**src/design/gasp_pkg.sv**
```systemverilog
`timescale 1ns / 1ps

package gasp_pkg;

    // Limits of the atlas.
    localparam int MAX_PAGES   = 16;
    localparam int MAX_SIDE    = 4096;
    localparam int QUEUE_DEPTH = 2;

    localparam int SIDE_W = 13;
    localparam int POS_W  = 12;
    localparam int PAGE_W = 4;

    // Configuration register indexes.
    localparam logic CFG_ATLAS_WIDTH  = 1'b0;
    localparam logic CFG_ATLAS_HEIGHT = 1'b1;

    localparam logic [SIDE_W-1:0] RESET_SIDE = SIDE_W'(1024);

    // Command codes.
    localparam logic CMD_PLACE = 1'b0;
    localparam logic CMD_PIXEL = 1'b1;

    // Source pixel formats.
    localparam logic [1:0] FMT_BGRA = 2'd0;
    localparam logic [1:0] FMT_GRAY = 2'd1;
    localparam logic [1:0] FMT_MONO = 2'd2;

    // Result status codes.
    typedef enum logic [2:0] {
        ST_OK        = 3'd0,
        ST_EMPTY     = 3'd1,
        ST_NO_PAGES  = 3'd2,
        ST_OUTSIDE   = 3'd3,
        ST_NO_GLYPH  = 3'd4
    } t_status;

    typedef struct packed {
        logic              cmd;
        logic [SIDE_W-1:0] glyph_width;
        logic [SIDE_W-1:0] glyph_height;
        logic [1:0]        pixel_format;
        logic [7:0]        chan_b;
        logic [7:0]        chan_g;
        logic [7:0]        chan_r;
        logic [7:0]        chan_a;
        logic              mono_bit;
    } t_in_word;

    typedef struct packed {
        logic              is_pixel;
        logic [2:0]        status;
        logic [PAGE_W-1:0] page;
        logic [POS_W-1:0]  pos_x;
        logic [POS_W-1:0]  pos_y;
        logic              color_src;
        logic [7:0]        out_r;
        logic [7:0]        out_g;
        logic [7:0]        out_b;
        logic [7:0]        out_a;
    } t_out_word;

    // A classified item: the result word, with the color channels still
    // premultiplied when need_div is set.
    typedef struct packed {
        t_out_word word;
        logic      need_div;
    } t_job;

    // Queue status seen by the front and the back.
    typedef struct packed {
        logic full;
        logic empty;
    } t_queue_stat;

endpackage

```
**src/design/glyph_atlas_shelf_packer_writer_unit.sv**
```systemverilog
`timescale 1ns / 1ps

// Glyph atlas shelf packer and texel writer. A place word packs a glyph into
// the atlas pages and returns its page and origin; the pixel words that follow
// come back with atlas coordinates in row-major order as straight-alpha RGBA.
// Every input word gives exactly one output word, in order. The front end
// takes one word per cycle while its queue has room; placements and texels
// that need no division pass through a queue entry and then the output
// register. A premultiplied texel with partial alpha goes through the
// 16-step divider in the back end, which takes no new word until the
// quotient is in the output register. Configuration writes take effect at
// once and are meant for idle periods only.
module glyph_atlas_shelf_packer_writer_unit #(
    parameter int QUEUE_DEPTH = gasp_pkg::QUEUE_DEPTH
) (
    input  logic                 i_clk,
    input  logic                 i_rst_n,
    input  logic                 i_cfg_we,
    input  logic                 i_cfg_index,
    input  logic [12:0]          i_cfg_data,
    input  logic                 i_in_valid,
    output logic                 o_in_ready,
    input  gasp_pkg::t_in_word   i_in_word,
    output logic                 o_out_valid,
    input  logic                 i_out_ready,
    output gasp_pkg::t_out_word  o_out_word
);

    gasp_pkg::t_job        push_job, head_job;
    gasp_pkg::t_queue_stat qstat;
    logic                  push, pop;

    // Packer and classifier.
    gasp_front u_front (
        .i_clk      (i_clk),
        .i_rst_n    (i_rst_n),
        .i_cfg_we   (i_cfg_we),
        .i_cfg_index(i_cfg_index),
        .i_cfg_data (i_cfg_data),
        .i_in_valid (i_in_valid),
        .o_in_ready (o_in_ready),
        .i_in_word  (i_in_word),
        .i_qstat    (qstat),
        .o_push     (push),
        .o_job      (push_job)
    );

    // Queue between front and back.
    gasp_queue #(.DEPTH(QUEUE_DEPTH)) u_queue (
        .i_clk  (i_clk),
        .i_rst_n(i_rst_n),
        .i_push (push),
        .i_job  (push_job),
        .i_pop  (pop),
        .o_head (head_job),
        .o_stat (qstat)
    );

    // Unpremultiply and output register.
    gasp_back u_back (
        .i_clk      (i_clk),
        .i_rst_n    (i_rst_n),
        .i_head     (head_job),
        .i_qstat    (qstat),
        .o_pop      (pop),
        .o_out_valid(o_out_valid),
        .i_out_ready(i_out_ready),
        .o_out_word (o_out_word)
    );

endmodule

```
**src/design/gasp_front.sv**
```systemverilog
`timescale 1ns / 1ps

module gasp_front (
    input  logic                i_clk,
    input  logic                i_rst_n,
    input  logic                i_cfg_we,
    input  logic                i_cfg_index,
    input  logic [12:0]         i_cfg_data,
    input  logic                i_in_valid,
    output logic                o_in_ready,
    input  gasp_pkg::t_in_word  i_in_word,
    input  gasp_pkg::t_queue_stat i_qstat,
    output logic                o_push,
    output gasp_pkg::t_job      o_job
);

    localparam int SW = gasp_pkg::SIDE_W;
    localparam int PW = gasp_pkg::PAGE_W;

    logic [SW-1:0] r_atlas_w, r_atlas_h;
    logic [SW-1:0] r_cx, r_cy, r_rh, r_aw_g, r_ah_g, r_col, r_row;
    logic [SW-1:0] n_cx, n_cy, n_rh, n_aw_g, n_ah_g, n_col, n_row;
    logic [PW-1:0] r_page, n_page;
    logic [11:0]   r_ox, r_oy, n_ox, n_oy;
    logic [1:0]    r_fmt, n_fmt;
    logic          r_active, n_active;

    logic [SW-1:0] aw, ah, cx1, cy1, rh1;
    logic          wrap, need_page;
    logic [SW:0]   col_inc, row_inc;
    logic          accept;
    gasp_pkg::t_job job;

    assign o_in_ready = !i_qstat.full;
    assign accept     = i_in_valid && o_in_ready;

    // Configuration registers.
    always_ff @(posedge i_clk) begin
        if (!i_rst_n) begin
            r_atlas_w <= gasp_pkg::RESET_SIDE;
            r_atlas_h <= gasp_pkg::RESET_SIDE;
        end else if (i_cfg_we) begin
            if (i_cfg_index == gasp_pkg::CFG_ATLAS_WIDTH) begin
                r_atlas_w <= i_cfg_data;
            end else begin
                r_atlas_h <= i_cfg_data;
            end
        end
    end

    // Page sides, with zero read as one and large values clamped.
    always_comb begin
        aw = r_atlas_w;
        ah = r_atlas_h;
        if (aw == '0) aw = SW'(1);
        else if (aw > SW'(gasp_pkg::MAX_SIDE)) aw = SW'(gasp_pkg::MAX_SIDE);
        if (ah == '0) ah = SW'(1);
        else if (ah > SW'(gasp_pkg::MAX_SIDE)) ah = SW'(gasp_pkg::MAX_SIDE);
    end

    // Classify the word and work out the packer's next state.
    always_comb begin
        n_cx = r_cx; n_cy = r_cy; n_rh = r_rh; n_page = r_page;
        n_ox = r_ox; n_oy = r_oy; n_aw_g = r_aw_g; n_ah_g = r_ah_g;
        n_col = r_col; n_row = r_row; n_fmt = r_fmt; n_active = r_active;
        job = '0;
        wrap = ({1'b0, r_cx} + {1'b0, i_in_word.glyph_width}) > {1'b0, aw};
        cx1 = wrap ? '0 : r_cx;
        cy1 = wrap ? SW'(r_cy + r_rh) : r_cy;
        rh1 = wrap ? '0 : r_rh;
        need_page = ({1'b0, cy1} + {1'b0, i_in_word.glyph_height}) > {1'b0, ah};
        col_inc = {1'b0, r_col} + (SW+1)'(1);
        row_inc = {1'b0, r_row} + (SW+1)'(1);

        if (i_in_word.cmd == gasp_pkg::CMD_PLACE) begin
            job.word.is_pixel  = 1'b0;
            job.word.page      = r_page;
            job.word.color_src = (i_in_word.pixel_format == gasp_pkg::FMT_BGRA);
            n_active = 1'b0;
            if (i_in_word.glyph_width == '0 || i_in_word.glyph_height == '0) begin
                job.word.status = gasp_pkg::ST_EMPTY;
            end else if (i_in_word.glyph_width > aw || i_in_word.glyph_height > ah) begin
                job.word.status = gasp_pkg::ST_OUTSIDE;
            end else if (need_page && r_page >= PW'(gasp_pkg::MAX_PAGES - 1)) begin
                // The shelf wrap stays even though the glyph is refused.
                job.word.status = gasp_pkg::ST_NO_PAGES;
                n_cx = cx1; n_cy = cy1; n_rh = rh1;
            end else begin
                if (need_page) begin
                    n_page = r_page + PW'(1);
                    cx1 = '0; cy1 = '0; rh1 = '0;
                end
                n_ox = cx1[11:0];
                n_oy = cy1[11:0];
                n_rh = (i_in_word.glyph_height > rh1) ? i_in_word.glyph_height : rh1;
                n_cx = SW'(cx1 + i_in_word.glyph_width);
                n_cy = cy1;
                n_aw_g = i_in_word.glyph_width;
                n_ah_g = i_in_word.glyph_height;
                n_fmt = i_in_word.pixel_format;
                n_col = '0;
                n_row = '0;
                n_active = 1'b1;
                job.word.status = gasp_pkg::ST_OK;
                job.word.page   = n_page;
                job.word.pos_x  = n_ox;
                job.word.pos_y  = n_oy;
            end
        end else if (!r_active) begin
            job.word.is_pixel = 1'b1;
            job.word.status   = gasp_pkg::ST_NO_GLYPH;
        end else begin
            job.word.is_pixel  = 1'b1;
            job.word.status    = gasp_pkg::ST_OK;
            job.word.page      = r_page;
            job.word.pos_x     = r_ox + r_col[11:0];
            job.word.pos_y     = r_oy + r_row[11:0];
            job.word.color_src = (r_fmt == gasp_pkg::FMT_BGRA);
            case (r_fmt)
                gasp_pkg::FMT_BGRA: begin
                    job.word.out_r = i_in_word.chan_r;
                    job.word.out_g = i_in_word.chan_g;
                    job.word.out_b = i_in_word.chan_b;
                    job.word.out_a = i_in_word.chan_a;
                    job.need_div   = (i_in_word.chan_a != 8'd0) &&
                                     (i_in_word.chan_a != 8'd255);
                end
                gasp_pkg::FMT_GRAY: begin
                    job.word.out_r = 8'd255;
                    job.word.out_g = 8'd255;
                    job.word.out_b = 8'd255;
                    job.word.out_a = i_in_word.chan_a;
                end
                gasp_pkg::FMT_MONO: begin
                    job.word.out_r = 8'd255;
                    job.word.out_g = 8'd255;
                    job.word.out_b = 8'd255;
                    job.word.out_a = i_in_word.mono_bit ? 8'd255 : 8'd0;
                end
                default: begin
                    job.word.out_a = 8'd0;
                end
            endcase
            // Row-major walk over the glyph.
            if (col_inc >= {1'b0, r_aw_g}) begin
                n_col = '0;
                if (row_inc >= {1'b0, r_ah_g}) begin
                    n_row = '0;
                    n_active = 1'b0;
                end else begin
                    n_row = row_inc[SW-1:0];
                end
            end else begin
                n_col = col_inc[SW-1:0];
            end
        end
    end

    // Packer state.
    always_ff @(posedge i_clk) begin
        if (!i_rst_n) begin
            r_cx <= '0; r_cy <= '0; r_rh <= '0; r_page <= '0;
            r_ox <= '0; r_oy <= '0; r_aw_g <= '0; r_ah_g <= '0;
            r_col <= '0; r_row <= '0; r_fmt <= '0; r_active <= 1'b0;
        end else if (accept) begin
            r_cx <= n_cx; r_cy <= n_cy; r_rh <= n_rh; r_page <= n_page;
            r_ox <= n_ox; r_oy <= n_oy; r_aw_g <= n_aw_g; r_ah_g <= n_ah_g;
            r_col <= n_col; r_row <= n_row; r_fmt <= n_fmt; r_active <= n_active;
        end
    end

    assign o_push = accept;
    assign o_job  = job;

endmodule

```
**src/design/gasp_queue.sv**
```systemverilog
`timescale 1ns / 1ps

module gasp_queue #(
    parameter int DEPTH = gasp_pkg::QUEUE_DEPTH
) (
    input  logic                  i_clk,
    input  logic                  i_rst_n,
    input  logic                  i_push,
    input  gasp_pkg::t_job        i_job,
    input  logic                  i_pop,
    output gasp_pkg::t_job        o_head,
    output gasp_pkg::t_queue_stat o_stat
);

    localparam int PTR_W = (DEPTH > 1) ? $clog2(DEPTH) : 1;
    localparam int CNT_W = $clog2(DEPTH + 1);

    gasp_pkg::t_job r_mem [DEPTH];
    logic [PTR_W-1:0] r_wptr, r_rptr;
    logic [CNT_W-1:0] r_count;

    // Entry storage.
    always_ff @(posedge i_clk) begin
        if (i_push) begin
            r_mem[r_wptr] <= i_job;
        end
    end

    // Pointers and fill count.
    always_ff @(posedge i_clk) begin
        if (!i_rst_n) begin
            r_wptr  <= '0;
            r_rptr  <= '0;
            r_count <= '0;
        end else begin
            if (i_push) begin
                r_wptr <= (r_wptr == PTR_W'(DEPTH - 1)) ? '0 : r_wptr + PTR_W'(1);
            end
            if (i_pop) begin
                r_rptr <= (r_rptr == PTR_W'(DEPTH - 1)) ? '0 : r_rptr + PTR_W'(1);
            end
            if (i_push && !i_pop) begin
                r_count <= r_count + CNT_W'(1);
            end else if (i_pop && !i_push) begin
                r_count <= r_count - CNT_W'(1);
            end
        end
    end

    assign o_head       = r_mem[r_rptr];
    assign o_stat.full  = (r_count == CNT_W'(DEPTH));
    assign o_stat.empty = (r_count == '0);

endmodule

```
**src/design/gasp_back.sv**
```systemverilog
`timescale 1ns / 1ps

module gasp_back (
    input  logic                  i_clk,
    input  logic                  i_rst_n,
    input  gasp_pkg::t_job        i_head,
    input  gasp_pkg::t_queue_stat i_qstat,
    output logic                  o_pop,
    output logic                  o_out_valid,
    input  logic                  i_out_ready,
    output gasp_pkg::t_out_word   o_out_word
);

    typedef enum logic [2:0] {
        S_IDLE = 3'b001,
        S_DIV  = 3'b010,
        S_DONE = 3'b100
    } t_state;

    t_state r_state, n_state;
    gasp_pkg::t_out_word r_job, r_out;
    logic        r_out_valid;
    logic [3:0]  r_step;
    logic [15:0] r_num [3];
    logic [7:0]  r_rem [3];
    logic [8:0]  trial [3];
    logic [7:0]  chan  [3];
    logic [7:0]  quo   [3];
    logic        out_free, take;
    gasp_pkg::t_out_word done_word;

    assign out_free = !r_out_valid || i_out_ready;
    assign take     = (r_state == S_IDLE) && !i_qstat.empty && out_free;
    assign o_pop    = take;

    assign chan[0] = i_head.word.out_r;
    assign chan[1] = i_head.word.out_g;
    assign chan[2] = i_head.word.out_b;

    // One restoring divide step per lane and cycle, with saturation at 255.
    always_comb begin
        for (int k = 0; k < 3; k++) begin
            trial[k] = {r_rem[k], r_num[k][15]};
            quo[k]   = (r_num[k][15:8] != 8'd0) ? 8'd255 : r_num[k][7:0];
        end
        done_word       = r_job;
        done_word.out_r = quo[0];
        done_word.out_g = quo[1];
        done_word.out_b = quo[2];
    end

    // Sequencer.
    always_comb begin
        n_state = r_state;
        case (r_state)
            S_IDLE: if (take && i_head.need_div) n_state = S_DIV;
            S_DIV:  if (r_step == 4'd15) n_state = S_DONE;
            S_DONE: if (out_free) n_state = S_IDLE;
            default: n_state = S_IDLE;
        endcase
    end

    always_ff @(posedge i_clk) begin
        if (!i_rst_n) begin
            r_state     <= S_IDLE;
            r_out_valid <= 1'b0;
        end else begin
            r_state <= n_state;
            if ((take && !i_head.need_div) || (r_state == S_DONE && out_free)) begin
                r_out_valid <= 1'b1;
            end else if (i_out_ready) begin
                r_out_valid <= 1'b0;
            end
        end
    end

    // Divider lanes and the result register.
    always_ff @(posedge i_clk) begin
        if (take) begin
            r_job  <= i_head.word;
            r_step <= '0;
            for (int k = 0; k < 3; k++) begin
                r_num[k] <= {chan[k], 8'd0} - {8'd0, chan[k]};
                r_rem[k] <= '0;
            end
        end else if (r_state == S_DIV) begin
            r_step <= r_step + 4'd1;
            for (int k = 0; k < 3; k++) begin
                if (trial[k] >= {1'b0, r_job.out_a}) begin
                    r_rem[k] <= 8'(trial[k] - {1'b0, r_job.out_a});
                    r_num[k] <= {r_num[k][14:0], 1'b1};
                end else begin
                    r_rem[k] <= trial[k][7:0];
                    r_num[k] <= {r_num[k][14:0], 1'b0};
                end
            end
        end
        if (take && !i_head.need_div) begin
            r_out <= i_head.word;
        end else if (r_state == S_DONE && out_free) begin
            r_out <= done_word;
        end
    end

    assign o_out_valid = r_out_valid;
    assign o_out_word  = r_out;

endmodule

```
**config.mk**
```make
export PLATFORM = sky130hd
export DESIGN_NAME = glyph_atlas_shelf_packer_writer_unit
export DESIGN_NICKNAME = d
export VERILOG_FILES = /design/src/design/gasp_pkg.sv /design/src/design/glyph_atlas_shelf_packer_writer_unit.sv /design/src/design/gasp_front.sv /design/src/design/gasp_queue.sv /design/src/design/gasp_back.sv
export SDC_FILE = /design/constraint.sdc
export NUM_CORES = 1
export LEC_CHECK = 0
export ABC_AREA = 0
export BUFFER_PORTS_ARGS = -buffer_cell sky130_fd_sc_hd__buf_2
export CAP_MARGIN = 5
export CORE_AREA = 10 10 270 272
export CTS_CLUSTER_SIZE = 8
export DETAILED_ROUTE_END_ITERATION = 10
export DIE_AREA = 0 0 280 282
export PLACE_DENSITY = 0.6
export SLEW_MARGIN = 20
export SYNTH_ARGS = -nofsm -noshare
export SYNTH_HDL_FRONTEND = slang
export SYNTH_SLANG_ARGS = --single-unit
```
**constraint.sdc**
```tcl
create_clock -name i_clk -period 22.3 [get_ports i_clk]
set_input_delay 4.46 -clock i_clk [delete_from_list [all_inputs] [get_ports i_clk]]
set_output_delay 4.46 -clock i_clk [all_outputs]
set_load 0.005 [all_outputs]
```
==> impl_results.md <==
- Status: finished, final reports clean
- Slew headroom: 23.4%
- Pre-CTS WS: 6.81 ns
- Final worst path period need: 14.99 ns
- CTS tree: done
- Layout cells sized above 1: 12.9%
- Unique masters post-synth: 76
- Most frequent cells in the layout: edfxtp_1, nand2_1, a21oi_1, ha_1, nor2_1
- Gr ovfl total: 0
- Hold Fails Final Rpt: 0
- Remaining DRCs: 0
- Reg-to-reg endpoint: u_front.r_rh[6]
- Clock Path Buffers: 3
- Final worst slack: 7.31 ns
- Max Clk Rate: 66.7 MHz
- FF-to-FF path depth: 45
- Worst Path Required: 22.83 ns
- Setup CP Type: in2reg
- Clk_lat worst skew: 0.61 ns
- Clock slew at reported path FFs: 0.05 ns
- Hold Buf Count CTS: 0
- Reg2Reg Setup Slack: 11.01 ns
- Via count: 19989
- Final instance area: 29700 um^2
- Tcrit/Tclk final: 67.2%
- GRT Total Usage: 17.6%
- Initial DRC Count: 1117
- Worst EP arrival: 15.52 ns
- CP Capture Type: flop
- Lkg Pwr: 11.6 nW
- Number of I/O port buffers: 147
- Fin Setup TNS: 0 ns
- Synth Cell Area: 26100 um^2
- Syn-to-layout area delta: 14.0%
- Initial Util: 38.5%
- Critical Path Sink: u_front.r_rh[6]
- Synthesized area per cell: 10.3 um^2
- Synth Flop Type: edfxtp_1
- CP startpoint: i_in_word[48]
- Utilization after layout: 43.8%
- Row cnt: 96
- RSZ-0062 raised after global routing: no
- Reg2reg start: u_front.r_cx[0]
- Core Region: 67700 um^2
- Routed len/inst: 19.6 um
- DR pass1 iterations: 5
- Synth warn: 0
- Clock root buffer: clkbuf_16
- Fraction of registers with async set/reset: 0%
- Detailed placement HPWL: 50000 um
- Slew Limit Fails: 0
- Die Y: 282 um
- Pin count of the biggest net entering global routing: 92
- # IOs: 148
- CTS H-tree depth: 3
- Ant. Diodes: 0
- Crit-path slowest cell: o21bai_1
- Clk_skew: 0.0266 ns
- Vias in the first global route: 20222
- NumNets Final: 2952
- Crit path max fanout: 35
- Max-cap violations: 0
- Most common cell after layout, fill and taps aside: edfxtp_1
- CTS Buf Count: 69
- CTS resizes: 0
- CP delay by family, top: compound AO/OA/AOI/OAI gates
- Pwr/cell area: 108 nW/um^2
- Die ar.: 79000 um^2
- TritonCTS sink count: 471
- Critical path depth in cells: 46
- Sequential element share of the synthesized area: 48.1%
- Die W: 280 um
- Final setup viols: 0
- CP Buf/Inv Count: 4
- VDD IR max: 0.0542 mV
- Initial antenna violation count: 2
- Crit path launch type: input pin
- Crit path top cell by count: a21oi_1
- Overall power: 3.20 mW
- Post-CTS Setup Repair Bufs: 0
- Syn Nets: 2826
- Crit-path max cell delay: 0.72 ns
- Actual slew at the worst max-slew pin: 1.14 ns
- Final Wtd Congestion: 0.894
- DRT antenna net count: 0
- Post-synth EDFFs: 309
- Hold Path Class: reg2reg
- Vias per cell: 5.57
- Seq cells post-synth: 471
- First-pass GRT wire length: 111000 um
- Post-Syn Instances: 2537
- DP Area: 27700 um^2
- Routed wire length: 70400 um
[synthesized netlist by cell type, types with 6 or more instances]
cell type / n / area share, %
nor2b_1: 21 / 0.50
o21ai_0: 117 / 2.2
and4_1: 8 / 0.27
xor2_1: 50 / 1.7
nand3_1: 71 / 1.4
o31ai_1: 9 / 0.26
nand2_1: 283 / 4.1
and3_1: 40 / 0.96
a211o_1: 7 / 0.24
nand4_1: 31 / 0.74
xnor2_1: 75 / 2.5
o311ai_0: 6 / 0.20
nand4b_1: 7 / 0.24
and2_1: 13 / 0.31
ha_1: 199 / 9.6
a22oi_1: 37 / 1.1
o211ai_1: 23 / 0.66
a31oi_1: 12 / 0.29
a2bb2oi_1: 11 / 0.37
clkbuf_1: 96 / 1.4
a21o_1: 46 / 1.3
o22ai_1: 11 / 0.26
mux2i_1: 45 / 1.7
nand2b_1: 21 / 0.50
edfxtp_1: 309 / 36
o21a_1: 25 / 0.72
a21oi_1: 215 / 4.1
nor4_1: 23 / 0.55
a211oi_1: 13 / 0.37
inv_1: 88 / 1.3
fa_1: 9 / 0.69
nor3_1: 63 / 1.2
or3_1: 7 / 0.17
a22o_1: 20 / 0.67
a21boi_0: 8 / 0.23
a32o_1: 12 / 0.46
nor2_1: 177 / 2.6
o21bai_1: 11 / 0.32
mux2_2: 76 / 3.3
dfxtp_1: 162 / 12
buf_2: 10 / 0.19
[where the power goes]
group          internal [mW]  switching [mW]  total, mW  leakage, nW
sequential              1.21          0.0852       1.29         4.22
clock                  0.591           0.392      0.983        0.966
combinational          0.341           0.584      0.925         6.36
[per-stage QoR]
stage / instances / hold WS, ns
2_1_floorplan: 2537 / 0.436
3_3_place_gp: 3474 / 0.448
3_5_place_dp: 3474 / 0.449
4_1_cts: 3590 / 0.456
5_1_grt: 3590 / 0.475
6_report: 3590 / 0.457
[state kept, by name (all words and copies together) (netlist names), 13 cells and up, named ones only]
name               cells
u_queue.r_mem        132
u_back.o_out_word     65
u_back.r_num          48
u_back.done_word      41
u_back.r_rem          24
u_front.r_ah_g        13
u_front.r_atlas_h     13
u_front.r_atlas_w     13
u_front.r_aw_g        13
u_front.r_col         13
u_front.r_cx          13
u_front.r_cy          13
u_front.r_rh          13
u_front.r_row         13
[routing by layer]
layer	part of all wire (%)	vias to the layer above	GRT usage [%]
met5	0.018	-	0
met4	2.9	2	6.78
met3	5.6	118	3.13
met2	47	561	29.0
met1	45	9644	22.5
li1	-	9664	-
[worst register-to-register path: cells and delay by family, from the launching register on]
kind	cells	cell delay [ns]
flops	1	0.32
mux	1	0.37
simple gates	8	2.44
fa+ha+maj	7	1.99
compound gates	26	5.30
buf+inv	3	0.80
[cell type report]
type	instances	area (um^2)
Fill cell	6438	38100
Multi-Input combinational cell	1865	12800
Sequential cell	471	12500
Clock buffer	110	1920
Tap cell	882	1100
Timing Repair Buffer	167	886
Inverter	89	337
Clock inverter	6	110
[worst min-delay path by stage]
stage,startpoint,endpoint,cells past startpoint
after floorplan,u_front.r_atlas_h[0],u_front.r_atlas_h[0],2
after global placement,u_front.r_ah_g[6],u_front.r_ah_g[6],2
after detailed placement,u_front.r_ah_g[2],u_front.r_ah_g[2],2
after CTS,u_front.r_ah_g[2],u_front.r_ah_g[2],2
after global routing,u_front.r_atlas_h[0],u_front.r_atlas_h[0],2
final,u_front.r_ah_g[5],u_front.r_ah_g[5],2
[cell families after synthesis]
logic type	count (synthesis)	synth area share, %
simple gates	788	14.1
compound gates	623	15.3
flops	471	48.1
fa+ha+maj	208	10.2
buf+inv	201	3.00
xor+xnor	125	4.20
mux	121	5.01
Note: power is estimated with default switching activity, not from simulation.
